--- src/rtl/mtet_pkg.sv ---
// ----------------------------------------------------------------------------
// mtet_pkg
// Shared widths, codes and types of the multi-timer expiry table.
// ----------------------------------------------------------------------------
`default_nettype none

package mtet_pkg;

   localparam int DEPTH_DEFAULT = 16;

   localparam int CMD_W     = 2;
   localparam int TIMEOUT_W = 24;
   localparam int ID_W      = 16;
   localparam int KIND_W    = 3;
   localparam int TIME_W    = 32;
   localparam int ORDER_W   = 32;

   localparam logic [CMD_W-1:0] CMD_TICK   = 2'd0;
   localparam logic [CMD_W-1:0] CMD_SET    = 2'd1;
   localparam logic [CMD_W-1:0] CMD_CANCEL = 2'd2;

   localparam logic [KIND_W-1:0] K_SET_OK    = 3'd0;
   localparam logic [KIND_W-1:0] K_SET_FULL  = 3'd1;
   localparam logic [KIND_W-1:0] K_FIRED     = 3'd2;
   localparam logic [KIND_W-1:0] K_CANCELLED = 3'd3;
   localparam logic [KIND_W-1:0] K_NOT_FOUND = 3'd4;
   localparam logic [KIND_W-1:0] K_TICK_DONE = 3'd5;

   localparam logic [TIMEOUT_W-1:0] DELAY_MAX = {TIMEOUT_W{1'b1}};

   typedef struct packed {
      logic [TIME_W-1:0]    expiry;
      logic [TIMEOUT_W-1:0] period;
      logic [ID_W-1:0]      ident;
      logic                 rearm;
      logic [ORDER_W-1:0]   order;
   } entry_type;

endpackage

`default_nettype wire

--- src/rtl/mtet_if.sv ---
// ----------------------------------------------------------------------------
// mtet_req_if / mtet_rsp_if
// Valid/ready channels carrying command items and result items.
// ----------------------------------------------------------------------------
`default_nettype none

interface mtet_req_if;
   logic                            valid;
   logic                            ready;
   logic [mtet_pkg::CMD_W-1:0]      command;
   logic [mtet_pkg::TIMEOUT_W-1:0]  timeout_ms;
   logic                            repeat_on_fire;
   logic [mtet_pkg::ID_W-1:0]       cancel_id;

   modport source (output valid, output command, output timeout_ms,
                   output repeat_on_fire, output cancel_id, input ready);
   modport sink   (input valid, input command, input timeout_ms,
                   input repeat_on_fire, input cancel_id, output ready);
endinterface

interface mtet_rsp_if;
   logic                            valid;
   logic                            ready;
   logic [mtet_pkg::KIND_W-1:0]     kind;
   logic [mtet_pkg::ID_W-1:0]       timer_ident;
   logic [mtet_pkg::TIMEOUT_W-1:0]  next_delay_ms;
   logic                            last;

   modport source (output valid, output kind, output timer_ident,
                   output next_delay_ms, output last, input ready);
   modport sink   (input valid, input kind, input timer_ident,
                   input next_delay_ms, input last, output ready);
endinterface

`default_nettype wire

--- src/rtl/multi_timer_expiry_table.sv ---
// ----------------------------------------------------------------------------
// multi_timer_expiry_table
// Timer table with set, cancel and millisecond tick; entries held in one
// synchronous memory, scanned one entry per cycle.
// ----------------------------------------------------------------------------
//  channel    dir  handshake      payload
//  req_chan   in   valid/ready    command, timeout_ms, repeat_on_fire, cancel_id
//  rsp_chan   out  valid/ready    kind, timer_ident, next_delay_ms, last
//
//  Set and cancel make one pass over the entry memory (one read per cycle,
//  registered read data) between the accept and finish steps.
//  A tick makes one full pass per fired timer and one closing pass that
//  yields the next delay.
//  Synchronous reset clears state, time, counters, control flags and entry valid flags only.
//  The finish step waits while the result register is full and not taken.
// ----------------------------------------------------------------------------
`default_nettype none

module multi_timer_expiry_table #(
   parameter int DEPTH = mtet_pkg::DEPTH_DEFAULT
) (
   input  wire logic    clock,
   input  wire logic    reset,
   mtet_req_if.sink     req_chan,
   mtet_rsp_if.source   rsp_chan
);

   localparam int IDXW = $clog2(DEPTH);
   localparam int CW   = $clog2(DEPTH + 1);
   localparam logic [IDXW-1:0] LAST_IDX  = IDXW'(DEPTH - 1);
   localparam logic [CW-1:0]   DEPTH_CNT = CW'(DEPTH);

   localparam int TW = mtet_pkg::TIME_W;
   localparam int PW = mtet_pkg::TIMEOUT_W;

   localparam logic [1:0] ST_IDLE   = 2'd0;
   localparam logic [1:0] ST_SCAN   = 2'd1;
   localparam logic [1:0] ST_FINISH = 2'd2;

   // control
   logic [1:0]                        state_ff, state_in;
   logic [TW-1:0]                     now_ff, now_in;
   logic [mtet_pkg::ID_W-1:0]         id_ff, id_in;
   logic [mtet_pkg::ORDER_W-1:0]      order_ff, order_in;
   logic [DEPTH-1:0]                  vld_ff, vld_in;
   logic [CW-1:0]                     scan_cnt_ff, scan_cnt_in;
   logic                              chk_vld_ff, chk_vld_in;
   logic [IDXW-1:0]                   chk_idx_ff, chk_idx_in;
   logic                              found_ff, found_in;
   logic                              any_ff, any_in;
   logic [CW-1:0]                     fire_cnt_ff, fire_cnt_in;
   logic                              rsp_vld_ff, rsp_vld_in;

   // payload
   logic [mtet_pkg::CMD_W-1:0]        cmd_ff, cmd_in;
   logic [PW-1:0]                     timeout_ff, timeout_in;
   logic                              rearm_ff, rearm_in;
   logic [mtet_pkg::ID_W-1:0]         cid_ff, cid_in;
   logic [IDXW-1:0]                   best_idx_ff, best_idx_in;
   logic [TW-1:0]                     best_da_ff, best_da_in;
   logic [mtet_pkg::ORDER_W-1:0]      best_age_ff, best_age_in;
   logic [mtet_pkg::ID_W-1:0]         best_ident_ff, best_ident_in;
   logic [PW-1:0]                     best_period_ff, best_period_in;
   logic                              best_rearm_ff, best_rearm_in;
   logic [TW-1:0]                     min_d_ff, min_d_in;
   logic [mtet_pkg::KIND_W-1:0]       rsp_kind_ff, rsp_kind_in;
   logic [mtet_pkg::ID_W-1:0]         rsp_ident_ff, rsp_ident_in;
   logic [PW-1:0]                     rsp_delay_ff, rsp_delay_in;
   logic                              rsp_last_ff, rsp_last_in;

   // entry memory
   mtet_pkg::entry_type               mem [DEPTH];
   mtet_pkg::entry_type               rd_data_ff;
   logic [IDXW-1:0]                   rd_addr;
   logic                              mem_we;
   logic [IDXW-1:0]                   mem_wa;
   mtet_pkg::entry_type               mem_wd;

   // per-entry evaluation
   logic                              ent_v;
   logic [TW-1:0]                     da;
   logic [TW-1:0]                     late;
   logic [mtet_pkg::ORDER_W-1:0]      age;
   logic                              due;
   logic                              precedes;
   logic                              out_free;
   logic [PW-1:0]                     rearm_step;
   logic [mtet_pkg::ID_W-1:0]         id_next;

   assign rd_addr  = scan_cnt_ff[IDXW-1:0];
   assign ent_v    = vld_ff[chk_idx_ff];
   assign da       = rd_data_ff.expiry - now_ff;
   assign late     = now_ff - rd_data_ff.expiry;
   assign age      = order_ff - rd_data_ff.order;
   assign due      = ~late[TW-1];
   assign precedes = (da != best_da_ff)
                   ? ({~da[TW-1], da[TW-2:0]} < {~best_da_ff[TW-1], best_da_ff[TW-2:0]})
                   : (age > best_age_ff);
   assign out_free   = ~rsp_vld_ff | rsp_chan.ready;
   assign rearm_step = (best_period_ff == '0) ? PW'(1) : best_period_ff;
   assign id_next    = id_ff + mtet_pkg::ID_W'(1);

   assign req_chan.ready        = (state_ff == ST_IDLE);
   assign rsp_chan.valid        = rsp_vld_ff;
   assign rsp_chan.kind         = rsp_kind_ff;
   assign rsp_chan.timer_ident  = rsp_ident_ff;
   assign rsp_chan.next_delay_ms = rsp_delay_ff;
   assign rsp_chan.last         = rsp_last_ff;

   always_comb begin
      state_in       = state_ff;
      now_in         = now_ff;
      id_in          = id_ff;
      order_in       = order_ff;
      vld_in         = vld_ff;
      scan_cnt_in    = scan_cnt_ff;
      chk_vld_in     = 1'b0;
      chk_idx_in     = rd_addr;
      found_in       = found_ff;
      any_in         = any_ff;
      fire_cnt_in    = fire_cnt_ff;
      rsp_vld_in     = rsp_vld_ff & ~rsp_chan.ready;
      cmd_in         = cmd_ff;
      timeout_in     = timeout_ff;
      rearm_in       = rearm_ff;
      cid_in         = cid_ff;
      best_idx_in    = best_idx_ff;
      best_da_in     = best_da_ff;
      best_age_in    = best_age_ff;
      best_ident_in  = best_ident_ff;
      best_period_in = best_period_ff;
      best_rearm_in  = best_rearm_ff;
      min_d_in       = min_d_ff;
      rsp_kind_in    = rsp_kind_ff;
      rsp_ident_in   = rsp_ident_ff;
      rsp_delay_in   = rsp_delay_ff;
      rsp_last_in    = rsp_last_ff;
      mem_we         = 1'b0;
      mem_wa         = best_idx_ff;
      mem_wd         = '{expiry: now_ff + TW'(timeout_ff), period: timeout_ff,
                         ident: id_next, rearm: rearm_ff, order: order_ff};

      unique case (state_ff)
         ST_IDLE: begin
            if (req_chan.valid) begin
               cmd_in     = req_chan.command;
               timeout_in = req_chan.timeout_ms;
               rearm_in   = req_chan.repeat_on_fire;
               cid_in     = req_chan.cancel_id;
               if (req_chan.command == mtet_pkg::CMD_TICK ||
                   req_chan.command == mtet_pkg::CMD_SET ||
                   req_chan.command == mtet_pkg::CMD_CANCEL) begin
                  state_in    = ST_SCAN;
                  scan_cnt_in = '0;
                  found_in    = 1'b0;
                  any_in      = 1'b0;
                  fire_cnt_in = '0;
               end
               if (req_chan.command == mtet_pkg::CMD_TICK) begin
                  now_in = now_ff + TW'(1);
               end
            end
         end
         ST_SCAN: begin
            if (scan_cnt_ff != DEPTH_CNT) begin
               chk_vld_in  = 1'b1;
               scan_cnt_in = scan_cnt_ff + CW'(1);
            end
            if (chk_vld_ff) begin
               if ((cmd_ff == mtet_pkg::CMD_SET && !ent_v && !found_ff) ||
                   (cmd_ff == mtet_pkg::CMD_CANCEL && ent_v &&
                    rd_data_ff.ident == cid_ff && (!found_ff || precedes)) ||
                   (cmd_ff == mtet_pkg::CMD_TICK && ent_v && due &&
                    (!found_ff || precedes))) begin
                  found_in       = 1'b1;
                  best_idx_in    = chk_idx_ff;
                  best_da_in     = da;
                  best_age_in    = age;
                  best_ident_in  = rd_data_ff.ident;
                  best_period_in = rd_data_ff.period;
                  best_rearm_in  = rd_data_ff.rearm;
               end
               if (ent_v) begin
                  any_in = 1'b1;
                  if (!any_ff || da < min_d_ff) begin
                     min_d_in = da;
                  end
               end
               if (chk_idx_ff == LAST_IDX) begin
                  state_in = ST_FINISH;
               end
            end
         end
         ST_FINISH: begin
            if (out_free) begin
               rsp_vld_in   = 1'b1;
               rsp_ident_in = '0;
               rsp_delay_in = '0;
               rsp_last_in  = 1'b1;
               state_in     = ST_IDLE;
               if (cmd_ff == mtet_pkg::CMD_SET) begin
                  if (found_ff) begin
                     id_in               = id_next;
                     order_in            = order_ff + mtet_pkg::ORDER_W'(1);
                     vld_in[best_idx_ff] = 1'b1;
                     mem_we              = 1'b1;
                     rsp_kind_in         = mtet_pkg::K_SET_OK;
                     rsp_ident_in        = id_next;
                  end else begin
                     rsp_kind_in = mtet_pkg::K_SET_FULL;
                  end
               end else if (cmd_ff == mtet_pkg::CMD_CANCEL) begin
                  if (found_ff) begin
                     vld_in[best_idx_ff] = 1'b0;
                     rsp_kind_in         = mtet_pkg::K_CANCELLED;
                     rsp_ident_in        = cid_ff;
                  end else begin
                     rsp_kind_in = mtet_pkg::K_NOT_FOUND;
                  end
               end else if (found_ff && fire_cnt_ff != DEPTH_CNT) begin
                  rsp_kind_in  = mtet_pkg::K_FIRED;
                  rsp_ident_in = best_ident_ff;
                  rsp_last_in  = 1'b0;
                  fire_cnt_in  = fire_cnt_ff + CW'(1);
                  if (best_rearm_ff) begin
                     mem_we   = 1'b1;
                     mem_wd   = '{expiry: now_ff + TW'(rearm_step), period: best_period_ff,
                                  ident: best_ident_ff, rearm: 1'b1, order: order_ff};
                     order_in = order_ff + mtet_pkg::ORDER_W'(1);
                  end else begin
                     vld_in[best_idx_ff] = 1'b0;
                  end
                  state_in    = ST_SCAN;
                  scan_cnt_in = '0;
                  found_in    = 1'b0;
                  any_in      = 1'b0;
               end else begin
                  rsp_kind_in = mtet_pkg::K_TICK_DONE;
                  if (any_ff) begin
                     rsp_delay_in = (min_d_ff[TW-1:PW] != '0) ? mtet_pkg::DELAY_MAX
                                                              : min_d_ff[PW-1:0];
                  end
               end
            end
         end
         default: begin
            state_in = ST_IDLE;
         end
      endcase
   end

   always_ff @(posedge clock) begin
      if (mem_we) begin
         mem[mem_wa] <= mem_wd;
      end
      rd_data_ff <= mem[rd_addr];
   end

   always_ff @(posedge clock) begin
      if (reset) begin
         state_ff    <= ST_IDLE;
         now_ff      <= '0;
         id_ff       <= '0;
         order_ff    <= '0;
         vld_ff      <= '0;
         scan_cnt_ff <= '0;
         chk_vld_ff  <= 1'b0;
         found_ff    <= 1'b0;
         any_ff      <= 1'b0;
         fire_cnt_ff <= '0;
         rsp_vld_ff  <= 1'b0;
      end else begin
         state_ff    <= state_in;
         now_ff      <= now_in;
         id_ff       <= id_in;
         order_ff    <= order_in;
         vld_ff      <= vld_in;
         scan_cnt_ff <= scan_cnt_in;
         chk_vld_ff  <= chk_vld_in;
         found_ff    <= found_in;
         any_ff      <= any_in;
         fire_cnt_ff <= fire_cnt_in;
         rsp_vld_ff  <= rsp_vld_in;
      end
   end

   always_ff @(posedge clock) begin
      chk_idx_ff     <= chk_idx_in;
      cmd_ff         <= cmd_in;
      timeout_ff     <= timeout_in;
      rearm_ff       <= rearm_in;
      cid_ff         <= cid_in;
      best_idx_ff    <= best_idx_in;
      best_da_ff     <= best_da_in;
      best_age_ff    <= best_age_in;
      best_ident_ff  <= best_ident_in;
      best_period_ff <= best_period_in;
      best_rearm_ff  <= best_rearm_in;
      min_d_ff       <= min_d_in;
      rsp_kind_ff    <= rsp_kind_in;
      rsp_ident_ff   <= rsp_ident_in;
      rsp_delay_ff   <= rsp_delay_in;
      rsp_last_ff    <= rsp_last_in;
   end

   a_fire_bound: assert property (@(posedge clock) disable iff (reset)
      fire_cnt_ff <= DEPTH_CNT)
      else $error("fired count beyond table depth");

   a_no_write_in_scan: assert property (@(posedge clock) disable iff (reset)
      mem_we |-> !chk_vld_ff)
      else $error("entry write overlaps a scan read");

   a_set_free_slot: assert property (@(posedge clock) disable iff (reset)
      (state_ff == ST_FINISH && cmd_ff == mtet_pkg::CMD_SET && found_ff)
      |-> !vld_ff[best_idx_ff])
      else $error("set targets an occupied slot");

   a_tick_done_last: assert property (@(posedge clock) disable iff (reset)
      (rsp_vld_ff && rsp_kind_ff == mtet_pkg::K_TICK_DONE) |-> rsp_last_ff)
      else $error("tick done item not marked last");

   a_fired_not_last: assert property (@(posedge clock) disable iff (reset)
      (rsp_vld_ff && rsp_kind_ff == mtet_pkg::K_FIRED) |-> !rsp_last_ff)
      else $error("fired item marked last");

endmodule

`default_nettype wire

--- src/flat_wrapper.sv ---
// flat-port wrapper written by rule: the top's interface ports become plain ports
module multi_timer_expiry_table_flat 
#(
   parameter int DEPTH = mtet_pkg::DEPTH_DEFAULT
)
  (clock, reset, req_chan_valid, req_chan_command, req_chan_timeout_ms, req_chan_repeat_on_fire, req_chan_cancel_id, req_chan_ready, rsp_chan_valid, rsp_chan_kind, rsp_chan_timer_ident, rsp_chan_next_delay_ms, rsp_chan_last, rsp_chan_ready);
  mtet_req_if req_chan_i ();
  mtet_rsp_if rsp_chan_i ();
  input  wire logic clock;
  input  wire logic reset;
  input wire logic [$bits(req_chan_i.valid)-1:0] req_chan_valid;
  input wire logic [$bits(req_chan_i.command)-1:0] req_chan_command;
  input wire logic [$bits(req_chan_i.timeout_ms)-1:0] req_chan_timeout_ms;
  input wire logic [$bits(req_chan_i.repeat_on_fire)-1:0] req_chan_repeat_on_fire;
  input wire logic [$bits(req_chan_i.cancel_id)-1:0] req_chan_cancel_id;
  output wire logic [$bits(req_chan_i.ready)-1:0] req_chan_ready;
  output wire logic [$bits(rsp_chan_i.valid)-1:0] rsp_chan_valid;
  output wire logic [$bits(rsp_chan_i.kind)-1:0] rsp_chan_kind;
  output wire logic [$bits(rsp_chan_i.timer_ident)-1:0] rsp_chan_timer_ident;
  output wire logic [$bits(rsp_chan_i.next_delay_ms)-1:0] rsp_chan_next_delay_ms;
  output wire logic [$bits(rsp_chan_i.last)-1:0] rsp_chan_last;
  input wire logic [$bits(rsp_chan_i.ready)-1:0] rsp_chan_ready;
  assign req_chan_i.valid = req_chan_valid;
  assign req_chan_i.command = req_chan_command;
  assign req_chan_i.timeout_ms = req_chan_timeout_ms;
  assign req_chan_i.repeat_on_fire = req_chan_repeat_on_fire;
  assign req_chan_i.cancel_id = req_chan_cancel_id;
  assign req_chan_ready = req_chan_i.ready;
  assign rsp_chan_valid = rsp_chan_i.valid;
  assign rsp_chan_kind = rsp_chan_i.kind;
  assign rsp_chan_timer_ident = rsp_chan_i.timer_ident;
  assign rsp_chan_next_delay_ms = rsp_chan_i.next_delay_ms;
  assign rsp_chan_last = rsp_chan_i.last;
  assign rsp_chan_i.ready = rsp_chan_ready;
  multi_timer_expiry_table #(.DEPTH(DEPTH)) u_core (.clock(clock), .reset(reset), .req_chan(req_chan_i), .rsp_chan(rsp_chan_i));
endmodule
--- config.mk ---
export PLATFORM = sky130hd
export DESIGN_NAME = multi_timer_expiry_table_flat
export DESIGN_NICKNAME = d
export VERILOG_FILES = /design/src/rtl/mtet_pkg.sv /design/src/rtl/mtet_if.sv /design/src/rtl/multi_timer_expiry_table.sv /design/src/flat_wrapper.sv
export SDC_FILE = /design/constraint.sdc
export NUM_CORES = 2
export LEC_CHECK = 0
export BUFFER_PORTS_ARGS = -buffer_cell sky130_fd_sc_hd__buf_4
export CAP_MARGIN = 10
export CORE_MARGIN = 1.5
export CORE_UTILIZATION = 45
export CTS_CLUSTER_SIZE = 28
export DETAILED_ROUTE_END_ITERATION = 7
export SLEW_MARGIN = 30
export SYNTH_ARGS = -nofsm -noshare
export SYNTH_HDL_FRONTEND = slang
export SYNTH_SLANG_ARGS = --single-unit
--- constraint.sdc ---
create_clock -name clock -period 10.3 [get_ports clock]
set_input_delay 0.515 -clock clock [delete_from_list [all_inputs] [get_ports clock]]
set_output_delay 0.515 -clock clock [all_outputs]
set_load 0.05 [all_outputs]
# Word level (Yosys, flattened, before mapping)
# Memory sizes are Yosys's and may differ from the RTL's. A register that Yosys moved wholly into a read port is not among the register bits.
# Index checks and enable logic that the tools add are counted.
word_totals:
  ff_bits: 344
  mem_count: 1
  in_bits: 47
  output_inout_bits: 46
  ram_bits: 1680
classes:
  add_sub_neg: 10
  n_bitwise: 12
  eq_ne: 26
  mux: 81
  order_cmp: 6
  reduce_logical: 45
memory_table:
  columns: ["memory", "words", "word_bits", "read_ports", "rd_ports_with_merged_regs", "write_ports", "line_no", "text"]
  rows:
  - ["u_core.mem", 16, 105, 1, 1, 1, "multi_timer_expiry_table.sv:72", "mtet_pkg::entry_type mem [DEPTH];"]
op_table:
  columns: ["cell", "n"]
  rows:
  - ["105-bit two-way mux", 6]
  - ["16-bit two-way mux", 11]
  - ["32-bit two-way mux", 5]
  - ["32-bit subtractor", 3]
  - ["32-bit by 1-bit adder with 32-bit output, second input constant", 2]
  - ["32-bit by 24-bit adder with 32-bit output", 2]
  - ["32-bit less-than comparator", 2]
  - ["5-bit two-way mux", 11]
  - ["24-bit two-way mux", 2]
  - ["32-bit greater-than comparator", 1]
  - ["32-bit inequality test", 1]
  - ["1-bit two-way mux", 28]
  - ["24-bit zero test", 1]
  - ["2-bit by 1-bit inequality test with 1-bit output, second input constant", 11]
  - ["9-bit AND reduction", 2]
  - ["16-bit by 1-bit adder with 16-bit output, second input constant", 1]
  - ["16-bit bitwise AND", 1]
  - ["16-bit equality test", 1]
  - ["16-bit inverter", 1]
  - ["16-bit bitwise OR", 1]
  - ["5-bit case mux with 3 select lines", 1]
  - ["2-bit two-way mux", 7]
  - ["3-bit two-way mux", 4]
  - ["6-bit AND reduction", 2]
  - ["32 further kinds", 73]

# Longest topological paths before layout
logic_depth:
  word_depth: 11
  ltp_mapped: 22
  mapped_depth_nobuf: 22

# Least setup slack after synthesis
# No wires, ideal clock.
synth_path:
  path_kind: "flip-flop to flip-flop"
  from: "register u_core.order_ff[0] (netlist name)"
  to: "register u_core.best_age_ff[0] (netlist name), enable pin"
  period_less_slack_ns: 10.363
  t_arrival_ns: 9.749
  slack_ns: -0.063
  setup_ns: 0.613
  required_time_ns: 9.687
  stages_incl_launch_ff: 21
  cell_sequence: "dfxtp_1 -> inv_1 -> ha_1 -> fa_1 -> nor2b_1 -> o31a_1 -> o32ai_1 -> o31ai_1 -> o21ai_1 -> o311ai_1 -> a21o_1 -> a21oi_1 -> xnor2_1 -> ha_1 -> nand4_1 -> or3_1 -> or3_1 -> o211ai_1 -> o2bb2ai_1 -> o211ai_1 -> a21oi_1"
synth_via:
  elab_chain_len: 8
  word_cells_on_any_way: 9
  classes_between: "1 x add/sub; 1 x order compare; 1 x mux; 6 x reduce/logical"
synth_lines:
  columns: ["element", "line_no", "text"]
  rows:
  - ["start, declared", "multi_timer_expiry_table.sv:44", "logic [mtet_pkg::ORDER_W-1:0] order_ff, order_in;"]
  - ["start signal, assigned", "multi_timer_expiry_table.sv:276", "order_ff <= order_in;"]
  - ["32-bit subtractor (*)", "multi_timer_expiry_table.sv:94", "assign age = order_ff - rd_data_ff.order;"]
  - ["via u_core.age (one bit)", "multi_timer_expiry_table.sv:83", "logic [mtet_pkg::ORDER_W-1:0] age;"]
  - ["32-bit greater-than comparator (*)", "multi_timer_expiry_table.sv:98", ": (age > best_age_ff);"]
  - ["1-bit two-way mux (*)", "multi_timer_expiry_table.sv:97", "? ({~da[TW-1], da[TW-2:0]} < {~best_da_ff[TW-1], best_da_ff[TW-2:0]})"]
  - ["1-bit logical OR (*)", "multi_timer_expiry_table.sv:172, multi_timer_expiry_table.sv:174", null]
  - ["1-bit logical AND", "multi_timer_expiry_table.sv:172", "rd_data_ff.ident == cid_ff && (!found_ff || precedes)) ||"]
  - ["1-bit logical OR", "multi_timer_expiry_table.sv:170", "if ((cmd_ff == mtet_pkg::CMD_SET && !ent_v && !found_ff) ||"]
  - ["1-bit logical OR (*)", "multi_timer_expiry_table.sv:172", null]
  - ["3-bit AND reduction (no line) (*)", null, null]
  - ["end signal, assigned", "multi_timer_expiry_table.sv:295", "best_age_ff <= best_age_in;"]
  - ["end, declared", "multi_timer_expiry_table.sv:61", "logic [mtet_pkg::ORDER_W-1:0] best_age_ff, best_age_in;"]
# The timed path passes the listed nets; every way through them passes the cells marked *.
# A chain may end at the register's enable or synchronous reset.

# Final worst setup path
layout_path:
  from: "register u_core.order_ff[0] (netlist name)"
  to: "register u_core.best_period_ff[19], enable pin"
layout_via:
  elab_chain_len: 8
  word_cells_on_any_way: 9
  classes_between: "1 x add/sub; 1 x order compare; 1 x mux; 6 x reduce/logical"
layout_lines:
  columns: ["element", "line_no", "text"]
  rows:
  - ["32-bit subtractor (*)", "multi_timer_expiry_table.sv:94", null]
  - ["via u_core.age (one bit)", "multi_timer_expiry_table.sv:83", null]
  - ["32-bit greater-than comparator (*)", "multi_timer_expiry_table.sv:98", null]
  - ["1-bit two-way mux (*)", "multi_timer_expiry_table.sv:97", null]
  - ["1-bit logical OR (*)", "multi_timer_expiry_table.sv:172, multi_timer_expiry_table.sv:174", null]
  - ["1-bit logical AND", "multi_timer_expiry_table.sv:172", null]
  - ["1-bit logical OR", "multi_timer_expiry_table.sv:170", null]
  - ["1-bit logical OR (*)", "multi_timer_expiry_table.sv:172", null]
  - ["3-bit AND reduction (no line) (*)", null, null]
  - ["end signal, assigned", "multi_timer_expiry_table.sv:297", "best_period_ff <= best_period_in;"]
  - ["end, declared", "multi_timer_expiry_table.sv:63", "logic [PW-1:0] best_period_ff, best_period_in;"]
# Marks and branches as above.

==> results.toml <==
[floorplan]
core_mm2 = 0.193
die_h_um = 444
die_area_mm2 = 0.197
die_x_um = 444
row_count = 161
io_pins = 93
initial_core_util = 0.454

[place]
dp.cells = 7403
place_congestion = 0.896
port_buffers = 92
dp_hpwl_um = 119000

[grt]
grtUsageTotal = 0.216
grt_max_degree = 135
grt_pass1_wl_um = 312000
grt_overflow = 0
grt_pass1_vias = 46231
antenna_found_initial = 3

[critical_path]
startpoint_type = "flip-flop"
cp_max_fo = 109
slowest_stage = "dfxtp_1"
cp_num_buf_inv = 2
cp.required_ns = 10.75
endpoint_kind = "flip-flop"
worstSetupPathType = "reg2reg"
path_delay_family = "compound AO/OA/AOI/OAI gates"
crit_arrival_ns = 7.28
slowest_delay_ns = 0.70
cp_cell_sequence = "inv_1 -> ha_1 -> fa_1 -> nor2b_1 -> o31a_1 -> o32ai_1 -> o31ai_1 -> o21ai_1 -> o311ai_1 -> a21o_1 -> a21oi_1 -> xnor2_1 -> ha_1 -> nand4_1 -> or3_1 -> or3_1 -> o211ai_1 -> o2bb2ai_1 -> o211ai_1 -> a21oi_4 -> buf_12"

[routing]
avgRoutedWirePerCell_um = 27.1
drt_pass1_iterations = 6
routed_via_density = 5.77
ant_nets = 0
drt-total-wl_um = 213000
drt_iter0_markers = 4459
drc_errors = 0
vias = 45275

[clock_tree]
htree_num_levels = 4
postCtsSetupBuffers = 0
cts_tree = "built"
path_clk_slew_ns = 0.06
ctsResizeCount = 0
clk_path_buf_depth = 3
cts_inserted_buffers = 210
cts_hold_buf = 44
clk_latency_ns = 0.85
cts_num_sinks = 2129
cts_root_buf = "clkbuf_16"

[run_status]
status = "complete, no violations"

[synth]
ys_seq_area_frac = 0.705
ys_ff_latch = 2129
synth_area_per_cell_um2 = 17.8
ys.flop_type = "edfxtp_1"
syn_area_mm2 = 0.0876
synth_warnings = 0
synth_edf_count = 1908
synthArstFlopShare = 0
netlist_instances = 4913
synth_nets = 5213
ys_types = 75

[timing]
setup_viol = 0
worst_pin_slew_ns = 1.03
max_clock_freq_ghz = 0.147
grt_setup_unrepaired = "no"
slew_headroom = 0.310
hold_viol = 0
finClkSkew_ns = 0.0318
final-max-slew-violation-count = 0
period_share = 0.663
fin_crit_ns = 6.82
tns_ns = 0

[layout]
mostFrequentLayoutCells = "1908 x edfxtp_1, 530 x mux4_2, 249 x ha_1"
syn2layout_area_growth_pct = 13.5
stdcell_count = 7849
drive_above_1_share = 0.207
final_common_cell = "edfxtp_1"
fin_nets = 5434

[pwr]
seqPwrFrac = 0.522
leakage_nw = 33.3
switchingPower_mw = 3.84
swShare = 0.212
combPwrFrac = 0.052
cellPowerDensity_mw_per_mm2 = 183
ir_drop_uv = 160
internal-power_mw = 14.3
clkPwrFrac = 0.425

[worst_hold_path]
worstHoldPathType = "in2reg"

[job]
max_cap_violations = 0
-- Yosys cell counts, drive strengths merged (24+ instances only) --
library cell,instances,share of area
xor2,77,0.0077
clkbuf,168,0.0072
ha,249,0.036
a21oi,176,0.010
nand4,48,0.0034
nand2b,29,0.0021
o21a,53,0.0045
a21o,60,0.0051
inv,236,0.010
a211oi,24,0.0021
xnor2,120,0.012
nor2b,32,0.0023
o21ai,126,0.0072
nor2,239,0.010
edfxtp,1908,0.65
nand2,217,0.0093
nor3,47,0.0028
mux4,530,0.14
buf,43,0.0019
nand3,60,0.0034
dfxtp,221,0.051
-- state kept, by name, summed over array words and instances (netlist names), 24 cells and up, named ones only --
register / count
u_core.best_period_ff: 24
u_core.timeout_ff: 24
u_core.now_ff: 32
u_core.min_d_ff: 32
u_core.rsp_chan.next_delay_ms: 24
u_core.mem: 1680
u_core.best_age_ff: 32
u_core.order_ff: 32
u_core.best_da_ff: 32
u_core.rd_data_ff: 105
-- metal layers --
metal	vias up	GRT usage	wire, um
met5	-	0	0
met4	0	0.0607	5460
li1	19868	-	-
met2	1205	0.357	105000
met3	279	0.0277	9800
met1	23923	0.302	92800
-- cell type report --
| type | instances | area (um2) |
|---|---|---|
| antenna | 2 | 5.00 |
| clock buffer | 297 | 5980 |
| clock inverter | 102 | 1030 |
| fill | 15430 | 93600 |
| inverter | 237 | 890 |
| multi-input combinational | 2336 | 24500 |
| sequential | 2129 | 61700 |
| tap | 2526 | 3160 |
| timing repair buffer | 220 | 2040 |
-- stage by stage --
step / cell area (um2) / total power, mW / utilization / setup WS (ns) / hold slack [ns]
6_report: 99400 / 18.2 / 0.515 / 3.48 / 0.104
2_1_floorplan: 87600 / 10.3 / - / 0.129 / 0.329
5_1_grt: 99400 / 18.7 / 0.515 / 3.06 / 0.0875
4_1_cts: 99200 / 18.3 / 0.514 / 3.44 / 0.0290
3_5_place_dp: 91800 / 10.6 / 0.476 / 3.50 / 0.390
3_3_place_gp: 91600 / 10.6 / 0.475 / 3.64 / 0.387
-- worst register-to-register path, cell delays in order (launching register included) --
cell and delay [ns]:
dfxtp_1 0.70, inv_1 0.11, ha_1 0.25, fa_1 0.40, nor2b_1 0.16, o31a_1 0.19, o32ai_1 0.17, o31ai_1 0.50
o21ai_1 0.38, o311ai_1 0.44, a21o_1 0.16, a21oi_1 0.07, xnor2_1 0.15, ha_1 0.30, nand4_1 0.13, or3_1 0.44
or3_1 0.43, o211ai_1 0.19, o2bb2ai_1 0.17, o211ai_1 0.21, a21oi_4 0.20, buf_12 0.55
-- path summary, 6_finish.rpt --
check	cells after the start	slack, ns	start	end
hold reg to reg	0	0.40	u_core.rd_data_ff[72]$_DFF_P_	u_core.best_period_ff[23]$_DFFE_PP_
setup reg to reg	21	3.48	u_core.order_ff[0]$_SDFFE_PP0P_	u_core.best_period_ff[19]$_DFFE_PP_
hold / removal	2	0.10	reset	flip-flop
setup / recovery	21	3.48	u_core.order_ff[0]$_SDFFE_PP0P_	u_core.best_period_ff[19]$_DFFE_PP_
-- power by group through the flow --
stage                     registers [mW]  clock network (mW)  logic, mW
after floorplan                     9.63                   0      0.692
final                               9.48                7.72      0.949
after CTS                           9.48                7.87      0.959
after global placement              9.67                   0      0.933
after global routing                9.48                8.20       1.04
after detailed placement            9.67                   0      0.944
-- kinds of logic (layout without fill, tap and decap cells) --
group	after synthesis	in the layout	synth area share
flip-flops	2129	2129	0.705
AND/OR/NAND/NOR	774	774	0.0415
AO/OA/AOI/OAI	570	570	0.0408
multiplexers	542	542	0.138
buffers and inverters	448	856	0.0192
adder cells (fa/ha/maj)	253	253	0.0365
XOR/XNOR	197	197	0.0197
other	0	2	0
Note: power is estimated with default switching activity, not from simulation.
